$ cat src/rtl/core/nsfc_pkg.sv
// nsfc_pkg: shared sizes, codes, types and lookup functions for the nmea sentence
// framer and checker. No dependencies; imported by every module of the block.
package nsfc_pkg;

  localparam int MAX_SENTENCE = 128;
  localparam int MAX_FIELDS   = 32;

  localparam int CNT_W   = $clog2(MAX_SENTENCE);
  localparam int FIELD_W = 6;
  localparam int STAT_W  = 16;

  localparam logic [7:0] CH_DOLLAR = 8'h24;
  localparam logic [7:0] CH_STAR   = 8'h2A;
  localparam logic [7:0] CH_COMMA  = 8'h2C;
  localparam logic [7:0] CH_CR     = 8'h0D;
  localparam logic [7:0] CH_LF     = 8'h0A;

  localparam logic [2:0] ST_OK          = 3'd0;
  localparam logic [2:0] ST_CKSUM_BAD   = 3'd1;
  localparam logic [2:0] ST_FORMAT_BAD  = 3'd2;
  localparam logic [2:0] ST_FEW_FIELDS  = 3'd3;
  localparam logic [2:0] ST_UNSUPPORTED = 3'd4;

  localparam logic [3:0] KIND_OTHER = 4'd0;
  localparam logic [3:0] KIND_GGA   = 4'd1;
  localparam logic [3:0] KIND_GLL   = 4'd2;
  localparam logic [3:0] KIND_GSA   = 4'd3;
  localparam logic [3:0] KIND_GSV   = 4'd4;
  localparam logic [3:0] KIND_RMC   = 4'd5;
  localparam logic [3:0] KIND_VTG   = 4'd6;
  localparam logic [3:0] KIND_ZDA   = 4'd7;
  localparam logic [3:0] KIND_TXT   = 4'd8;

  localparam logic [2:0] TALK_UNKNOWN = 3'd0;
  localparam logic [2:0] TALK_GPS     = 3'd1;
  localparam logic [2:0] TALK_GLONASS = 3'd2;
  localparam logic [2:0] TALK_GALILEO = 3'd3;
  localparam logic [2:0] TALK_BEIDOU  = 3'd4;
  localparam logic [2:0] TALK_QZSS    = 3'd5;
  localparam logic [2:0] TALK_NAVIC   = 3'd6;
  localparam logic [2:0] TALK_MIXED   = 3'd7;

  // summary of one finished sentence, framer to statistics
  typedef struct packed {
    logic               overflowed;
    logic [3:0]         kind;
    logic [2:0]         talker;
    logic               cksum_ok;
    logic               empty;
    logic               addr_ok;
    logic [FIELD_W-1:0] fields;
  } nsfc_sum_t;

  typedef struct packed {
    logic [2:0]         status;
    logic [3:0]         kind;
    logic [2:0]         talker;
    logic [FIELD_W-1:0] fields;
    logic [STAT_W-1:0]  received_total;
    logic [STAT_W-1:0]  valid_total;
    logic [STAT_W-1:0]  checksum_errors;
    logic [STAT_W-1:0]  parse_errors;
    logic [STAT_W-1:0]  unsupported_total;
    logic [7:0]         received_kinds;
    logic [7:0]         valid_kinds;
  } nsfc_res_t;

  function automatic logic [3:0] kind_decode(input logic [7:0] a, input logic [7:0] b,
                                             input logic [7:0] c);
    logic [23:0] t;
    t = {a, b, c};
    case (t)
      "GGA":   kind_decode = KIND_GGA;
      "GLL":   kind_decode = KIND_GLL;
      "GSA":   kind_decode = KIND_GSA;
      "GSV":   kind_decode = KIND_GSV;
      "RMC":   kind_decode = KIND_RMC;
      "VTG":   kind_decode = KIND_VTG;
      "ZDA":   kind_decode = KIND_ZDA;
      "TXT":   kind_decode = KIND_TXT;
      default: kind_decode = KIND_OTHER;
    endcase
  endfunction

  function automatic logic [2:0] talker_decode(input logic [7:0] a, input logic [7:0] b);
    logic [15:0] t;
    t = {a, b};
    case (t)
      "GP":    talker_decode = TALK_GPS;
      "BD":    talker_decode = TALK_BEIDOU;
      "GB":    talker_decode = TALK_BEIDOU;
      "GL":    talker_decode = TALK_GLONASS;
      "GA":    talker_decode = TALK_GALILEO;
      "GQ":    talker_decode = TALK_QZSS;
      "GI":    talker_decode = TALK_NAVIC;
      "GN":    talker_decode = TALK_MIXED;
      default: talker_decode = TALK_UNKNOWN;
    endcase
  endfunction

  function automatic logic [FIELD_W-1:0] kind_min_fields(input logic [3:0] kind);
    case (kind)
      KIND_GGA: kind_min_fields = FIELD_W'(15);
      KIND_GLL: kind_min_fields = FIELD_W'(7);
      KIND_GSA: kind_min_fields = FIELD_W'(18);
      KIND_GSV: kind_min_fields = FIELD_W'(4);
      KIND_RMC: kind_min_fields = FIELD_W'(12);
      KIND_VTG: kind_min_fields = FIELD_W'(9);
      KIND_ZDA: kind_min_fields = FIELD_W'(7);
      KIND_TXT: kind_min_fields = FIELD_W'(5);
      default:  kind_min_fields = FIELD_W'(0);
    endcase
  endfunction

endpackage

$ cat src/rtl/core/nsfc_framer.sv
// nsfc_framer: per-byte sentence state (framing, checksum, address, field count).
// Depends on nsfc_pkg; produces an nsfc_sum_t when a sentence closes.
module nsfc_framer
  import nsfc_pkg::*;
(
  input  logic       clk,
  input  logic       rst_n,
  input  logic       step,
  input  logic [7:0] rx_byte,
  output logic       sent_end,
  output nsfc_sum_t  sum
);

  logic               collecting_r, collecting_nxt;
  logic [CNT_W-1:0]   char_count_r, char_count_nxt;
  logic               overflowed_r, overflowed_nxt;
  logic [7:0]         xor_r, xor_nxt;
  logic               star_seen_r, star_seen_nxt;
  logic [1:0]         asc_r, asc_nxt;
  logic [7:0]         given_r, given_nxt;
  logic               hex_bad_r, hex_bad_nxt;
  logic [7:0]         head_r [5];
  logic [7:0]         head_nxt [5];
  logic [2:0]         alen_r, alen_nxt;
  logic               comma_seen_r, comma_seen_nxt;
  logic [FIELD_W-1:0] comma_total_r, comma_total_nxt;

  logic       is_hex;
  logic [3:0] hex_val;
  logic       is_end;

  always_comb begin
    is_hex  = 1'b1;
    hex_val = 4'd0;
    if (rx_byte >= "0" && rx_byte <= "9") begin
      hex_val = 4'(rx_byte - "0");
    end else if (rx_byte >= "A" && rx_byte <= "F") begin
      hex_val = 4'(rx_byte - "A" + 8'd10);
    end else if (rx_byte >= "a" && rx_byte <= "f") begin
      hex_val = 4'(rx_byte - "a" + 8'd10);
    end else begin
      is_hex = 1'b0;
    end
  end

  assign is_end = (rx_byte == CH_CR) || (rx_byte == CH_LF);

  // sentence closes with a result when it overflowed or holds payload
  assign sent_end = step && collecting_r && (rx_byte != CH_DOLLAR) && is_end &&
                    (overflowed_r || char_count_r > CNT_W'(1));

  always_comb begin
    sum.overflowed = overflowed_r;
    sum.kind       = (char_count_r >= CNT_W'(6)) ?
                     kind_decode(head_r[2], head_r[3], head_r[4]) : KIND_OTHER;
    sum.talker     = (char_count_r >= CNT_W'(3)) ?
                     talker_decode(head_r[0], head_r[1]) : TALK_UNKNOWN;
    sum.cksum_ok   = star_seen_r && (asc_r == 2'd2) && !hex_bad_r && (xor_r == given_r);
    sum.empty      = (alen_r == 3'd0) && !comma_seen_r;
    sum.addr_ok    = (alen_r == 3'd5);
    sum.fields     = comma_total_r + FIELD_W'(1);
  end

  always_comb begin
    collecting_nxt  = collecting_r;
    char_count_nxt  = char_count_r;
    overflowed_nxt  = overflowed_r;
    xor_nxt         = xor_r;
    star_seen_nxt   = star_seen_r;
    asc_nxt         = asc_r;
    given_nxt       = given_r;
    hex_bad_nxt     = hex_bad_r;
    head_nxt        = head_r;
    alen_nxt        = alen_r;
    comma_seen_nxt  = comma_seen_r;
    comma_total_nxt = comma_total_r;
    if (step) begin
      if (rx_byte == CH_DOLLAR) begin
        collecting_nxt  = 1'b1;
        char_count_nxt  = CNT_W'(1);
        overflowed_nxt  = 1'b0;
        xor_nxt         = 8'd0;
        star_seen_nxt   = 1'b0;
        asc_nxt         = 2'd0;
        given_nxt       = 8'd0;
        hex_bad_nxt     = 1'b0;
        for (int i = 0; i < 5; i++) head_nxt[i] = 8'd0;
        alen_nxt        = 3'd0;
        comma_seen_nxt  = 1'b0;
        comma_total_nxt = '0;
      end else if (collecting_r) begin
        if (is_end) begin
          collecting_nxt = 1'b0;
          char_count_nxt = '0;
        end else if (char_count_r < CNT_W'(MAX_SENTENCE - 1)) begin
          for (int i = 0; i < 5; i++) begin
            if (char_count_r == CNT_W'(i + 1)) head_nxt[i] = rx_byte;
          end
          char_count_nxt = char_count_r + CNT_W'(1);
          if (star_seen_r) begin
            if (asc_r < 2'd2) begin
              if (!is_hex) hex_bad_nxt = 1'b1;
              else given_nxt = {given_r[3:0], hex_val};
            end
            if (asc_r != 2'd3) asc_nxt = asc_r + 2'd1;
          end else if (rx_byte == CH_STAR) begin
            star_seen_nxt = 1'b1;
          end else begin
            xor_nxt = xor_r ^ rx_byte;
            if (rx_byte == CH_COMMA) begin
              comma_seen_nxt = 1'b1;
              if (comma_total_r < FIELD_W'(MAX_FIELDS - 1)) begin
                comma_total_nxt = comma_total_r + FIELD_W'(1);
              end
            end else if (!comma_seen_r && alen_r < 3'd6) begin
              alen_nxt = alen_r + 3'd1;
            end
          end
        end else begin
          overflowed_nxt = 1'b1;
        end
      end
    end
  end

  always_ff @(posedge clk) begin
    if (!rst_n) begin
      collecting_r  <= 1'b0;
      char_count_r  <= '0;
      overflowed_r  <= 1'b0;
      xor_r         <= 8'd0;
      star_seen_r   <= 1'b0;
      asc_r         <= 2'd0;
      given_r       <= 8'd0;
      hex_bad_r     <= 1'b0;
      for (int i = 0; i < 5; i++) head_r[i] <= 8'd0;
      alen_r        <= 3'd0;
      comma_seen_r  <= 1'b0;
      comma_total_r <= '0;
    end else begin
      collecting_r  <= collecting_nxt;
      char_count_r  <= char_count_nxt;
      overflowed_r  <= overflowed_nxt;
      xor_r         <= xor_nxt;
      star_seen_r   <= star_seen_nxt;
      asc_r         <= asc_nxt;
      given_r       <= given_nxt;
      hex_bad_r     <= hex_bad_nxt;
      head_r        <= head_nxt;
      alen_r        <= alen_nxt;
      comma_seen_r  <= comma_seen_nxt;
      comma_total_r <= comma_total_nxt;
    end
  end

endmodule

$ cat config.mk
export PLATFORM = sky130hd
export DESIGN_NAME = nsfc_framer
export DESIGN_NICKNAME = d
export VERILOG_FILES = /design/src/rtl/core/nsfc_pkg.sv /design/src/rtl/core/nsfc_framer.sv
export SDC_FILE = /design/constraint.sdc
export NUM_CORES = 1
export LEC_CHECK = 0
export ABC_AREA = 1
export BUFFER_PORTS_ARGS = -buffer_cell sky130_fd_sc_hd__buf_2
export CAP_MARGIN = 20
export CORE_ASPECT_RATIO = 2
export CORE_MARGIN = 2
export CORE_UTILIZATION = 46
export CTS_CLUSTER_SIZE = 8
export DETAILED_ROUTE_END_ITERATION = 10
export PLACE_DENSITY = 0.62
export REMOVE_ABC_BUFFERS = 1
export SKIP_CTS_REPAIR_TIMING = 1
export SYNTH_ARGS = -nofsm -noshare
export SYNTH_HDL_FRONTEND = slang
export SYNTH_SLANG_ARGS = --single-unit
$ cat constraint.sdc
create_clock -name clk -period 1.76 [get_ports clk]
set_input_delay 0.352 -clock clk [delete_from_list [all_inputs] [get_ports clk]]
set_output_delay 0.352 -clock clk [all_outputs]
set_load 0.005 [all_outputs]
==> implementation parameters <==
Parameter                              Value

Clocking
  Clock sink total    79
  Clock Tree Root    sky130_fd_sc_hd__clkbuf_16
  CTS max path bufs    2
  CTS tree    yes
  Clock network latency to the later pin of the worst-skew pair    340 ps
  Clock-pin slew on the worst setup and hold paths    60 ps
  Total number of H-tree levels    3
  Num CTS Buffers    9

Hold path
  Hold Path Cell Cnt    3
  Start point of the worst hold path    rst_n
  End of the worst hold path    char_count_r[4]
  Hold crit path type    input port to flop

Floorplan
  Initial Util    0.467
  Die H    149 microns
  Horizontal die dimension    between 70 and 80 microns
  Num rows    53
  I/O Pins    29
  Std-Cell Core Area    ~10000 sq um
  DIE AREA    approximately 11000 sq um

Setup path
  CP Max Fanout    3
  Crit path capture type    output pin
  Crit-path slowest cell    sky130_fd_sc_hd__dfxtp_1
  Worst path max stage delay    300 ps
  Type of origin of the critical path    flop
  Number of cells on the critical path    11
  R2r endpoint    head_r[19]
  Worst Path Required    between 1000 and 1500 ps
  R2R Setup Slk    approximately 150 ps
  Cell-by-cell listing of the critical path    inv_1, nor2_2, nand3_4, nor2_2, nand3_1, nand2_1, nor2_1, nand2_1, nand2_1, nor2_1, buf_2
  Count of buffering cells on the critical path with inverters included    2
  Worst setup path category    flop to output pin
  Worst Path Arrival    roughly 1700 ps
  Crit Reg-Reg Startpoint    char_count_r[5]
  Cell class contributing the biggest share of worst-path delay    simple AND/OR/NAND/NOR gates
  Cell depth of the worst flop-to-flop path    9
  Dominant cell type by count on the critical path    sky130_fd_sc_hd__nand2_1

Routing
  Detail-routed net length per standard cell    between 10 and 15 microns
  M1 wire length    5620 microns
  Routed wire length on met3    about 440 microns
  Final antenna-violating net count    0
  Final routed wirelength across all metal layers    roughly 13000 microns
  Number of search-and-repair iterations in the first detailed-routing pass    6
  Starting DRC count in detailed routing    ~270
  Residual DRC count    0
  Count of vias placed by the detailed router    about 4900
  Wire length on met2    between 6000 and 7000 microns
  Detailed-route vias per instance    roughly 5
  Top layer reached by signal wires    met4

Power and ir drop
  Power density of the placed cells    639 nW/um^2
  Maximum ir drop on the vdd rail    a little over 0.0005 V
  Lkg Pwr    about 2.6 nW

Yosys
  Main combinational cell family by area after synthesis    simple AND/OR/NAND/NOR gates
  Unique masters post-synth    41
  Post-Synthesis Cells    slightly above 700
  Mux contribution to synthesized area    0
  Warnings from Yosys    0
  Simple logic cell fraction of the synthesized area    0.354
  Fraction of the yosys area taken by sequential cells    0.328
  Compound-Gate Fraction of Synth Area    0.152
  Flip-flop and latch count after synthesis    79
  Mean instance size in the synthesized netlist    approximately 6.7 sq um
  Number of enable flip-flop cells after synthesis    0
  Adder and majority cell fraction of the synthesized area    0.0389
  Xor and xnor fraction of the mapped netlist area    0.0181
  Synthesized cell area    4830 sq um
  Most instantiated flip-flop cell in the synthesis netlist    sky130_fd_sc_hd__dfxtp_1
  Share of async-settable or async-resettable flops after synthesis    0

Global routing
  Largest net degree at the start of global routing    38
  Antenna violations before repair    0
  First-pass GRT wire length    around 21000 microns
  Global routing usage summed across all routing layers    0.231
  Grt total ovfl    0
  Number of global-route vias before repair    4520

Timing
  Setup WS post-layout    -291 ps
  Maximum clock frequency    about 490 MHz
  Count of endpoints failing setup in the final report    9
  Slew Limit Fails    0
  Setup TNS Final    -1880 ps
  Clock period minus worst slack    between 2000 and 2500 ps
  Period utilization    1.17
  Worst Tran Pin Value    around 420 ps
  Final hold violation count    0
  Post-Route Skew    6.32 ps
  Worst max-slew margin expressed relative to the limit    0.717
  Setup repair after global routing missed its margin    true

Outcome
  Violated checks    setup timing
  Result of the run    finished, violations left

Layout
  Area growth from synthesis to final layout    32.5%
  Share of cells above drive strength 1    0.353
  Highest-count cells in the layout ignoring fill and taps    129 x sky130_fd_sc_hd__nand2_1, 89 x sky130_fd_sc_hd__buf_4, 73 x sky130_fd_sc_hd__inv_1, 69 x sky130_fd_sc_hd__a21oi_1, 67 x sky130_fd_sc_hd__nor2_1
  Most frequent standard cell in the layout excluding fill and tap cells    sky130_fd_sc_hd__nand2_1
  Ant. Diodes    0
  Area of all placed cells without fillers    roughly 6400 sq um
  Non-filler cells in the finished layout    between 900 and 1000
  Number of nets at the end of the flow    855

Placement
  Number of placed cells counting well taps    943
  Total placed instance area    between 5000 and 6000 sq um
  IO buf count    28
  Placed wire-length estimate after detailed placement    9630 microns
  RD Place Congestion    between 0.8 and 0.9

Job
  Max_cap viols    0
per-layer routing:
metal / GRT usage / up-vias
met5: 0 / -
met4: 0.101 / 0
met3: 0.0339 / 31
met2: 0.393 / 92
met1: 0.288 / 2224
li1: - / 2560
logic make-up (layout without fill, tap and decap cells):
family,after synthesis,after routing
buffers and inverters,120,230
AND/OR/NAND/NOR,367,368
adder cells (fa/ha/maj),15,15
XOR/XNOR,10,10
flip-flops,79,79
AO/OA/AOI/OAI,132,132
synth_stat cells (2+ instances only):
library cell / n / area, sq um
sky130_fd_sc_hd__clkbuf_1: 8 / 30.0
sky130_fd_sc_hd__inv_2: 5 / 18.8
sky130_fd_sc_hd__buf_4: 6 / 45.0
sky130_fd_sc_hd__inv_1: 87 / 327
sky130_fd_sc_hd__nor2_2: 6 / 37.5
sky130_fd_sc_hd__o21ai_0: 37 / 185
sky130_fd_sc_hd__buf_8: 2 / 30.0
sky130_fd_sc_hd__nor3_1: 9 / 45.0
sky130_fd_sc_hd__nand2_1: 141 / 529
sky130_fd_sc_hd__buf_2: 8 / 40.0
sky130_fd_sc_hd__dfxtp_1: 79 / 1580
sky130_fd_sc_hd__nor2_1: 97 / 364
sky130_fd_sc_hd__nand3_2: 10 / 100
sky130_fd_sc_hd__a21oi_2: 8 / 70.1
sky130_fd_sc_hd__o21ai_1: 7 / 35.0
sky130_fd_sc_hd__buf_6: 2 / 22.5
sky130_fd_sc_hd__o21ai_2: 4 / 35.0
sky130_fd_sc_hd__xnor2_1: 9 / 78.8
sky130_fd_sc_hd__a21oi_1: 69 / 345
sky130_fd_sc_hd__nand2_4: 4 / 45.0
sky130_fd_sc_hd__nand4_1: 17 / 106
sky130_fd_sc_hd__ha_1: 15 / 188
sky130_fd_sc_hd__nand3b_1: 4 / 30.0
sky130_fd_sc_hd__nand3_1: 63 / 315
sky130_fd_sc_hd__nand2_2: 9 / 56.3
sky130_fd_sc_hd__nor2_4: 2 / 22.5
worst min-delay path, delay by kind of cell:
kind,cells,cell delay (ps)
buf+inv,2,220
simple gates,1,120
layout make-up:
class                           instances  area, sq um
Tap cell                              137          171
Multi-Input combinational cell        525         3050
Fill cell                             991         3950
Inverter                               94          363
Sequential cell                        79         1630
Timing Repair Buffer                  120          860
Clock inverter                          6         93.8
Clock buffer                           10          239
flip-flops by register name, indices dropped and copies added, names as in the netlist:
signal,cells
star_seen_r,1
head_r,40
collecting_r,1
comma_total_r,6
hex_bad_r,1
asc_r,2
comma_seen_r,1
overflowed_r,1
given_r,8
alen_r,3
char_count_r,7
xor_r,8
stage by stage:
step	hold slack [ps]	setup slack (ps)	utilization	total power, mW
finish	392	-291	0.619	4.09
global route	421	-434	0.619	4.20
global placement	433	-224	0.542	2.07
detailed placement	438	-260	0.542	2.08
CTS	390	-356	0.574	4.12
floorplan	423	-236	-	1.93
power by group:
group / total, mW / switching, mW / internal (mW)
Clock: 2.06 / 0.772 / 1.29
Combinational: 0.249 / 0.154 / 0.0953
Sequential: 1.78 / 0.000972 / 1.78
Total: 4.09 / 0.927 / 3.16
worst max-delay path by stage:
stage                                  end       start  slack, ps
final                              sum[13]   head_r[6]       -290
after global routing               sum[12]   head_r[6]       -430
after CTS                          sum[13]  head_r[10]       -360
after detailed placement         alen_r[1]  rx_byte[0]       -260
after global placement     char_count_r[1]  rx_byte[0]       -220
after floorplan           comma_total_r[0]  rx_byte[0]       -240
Note: power is estimated with default switching activity, not from simulation.
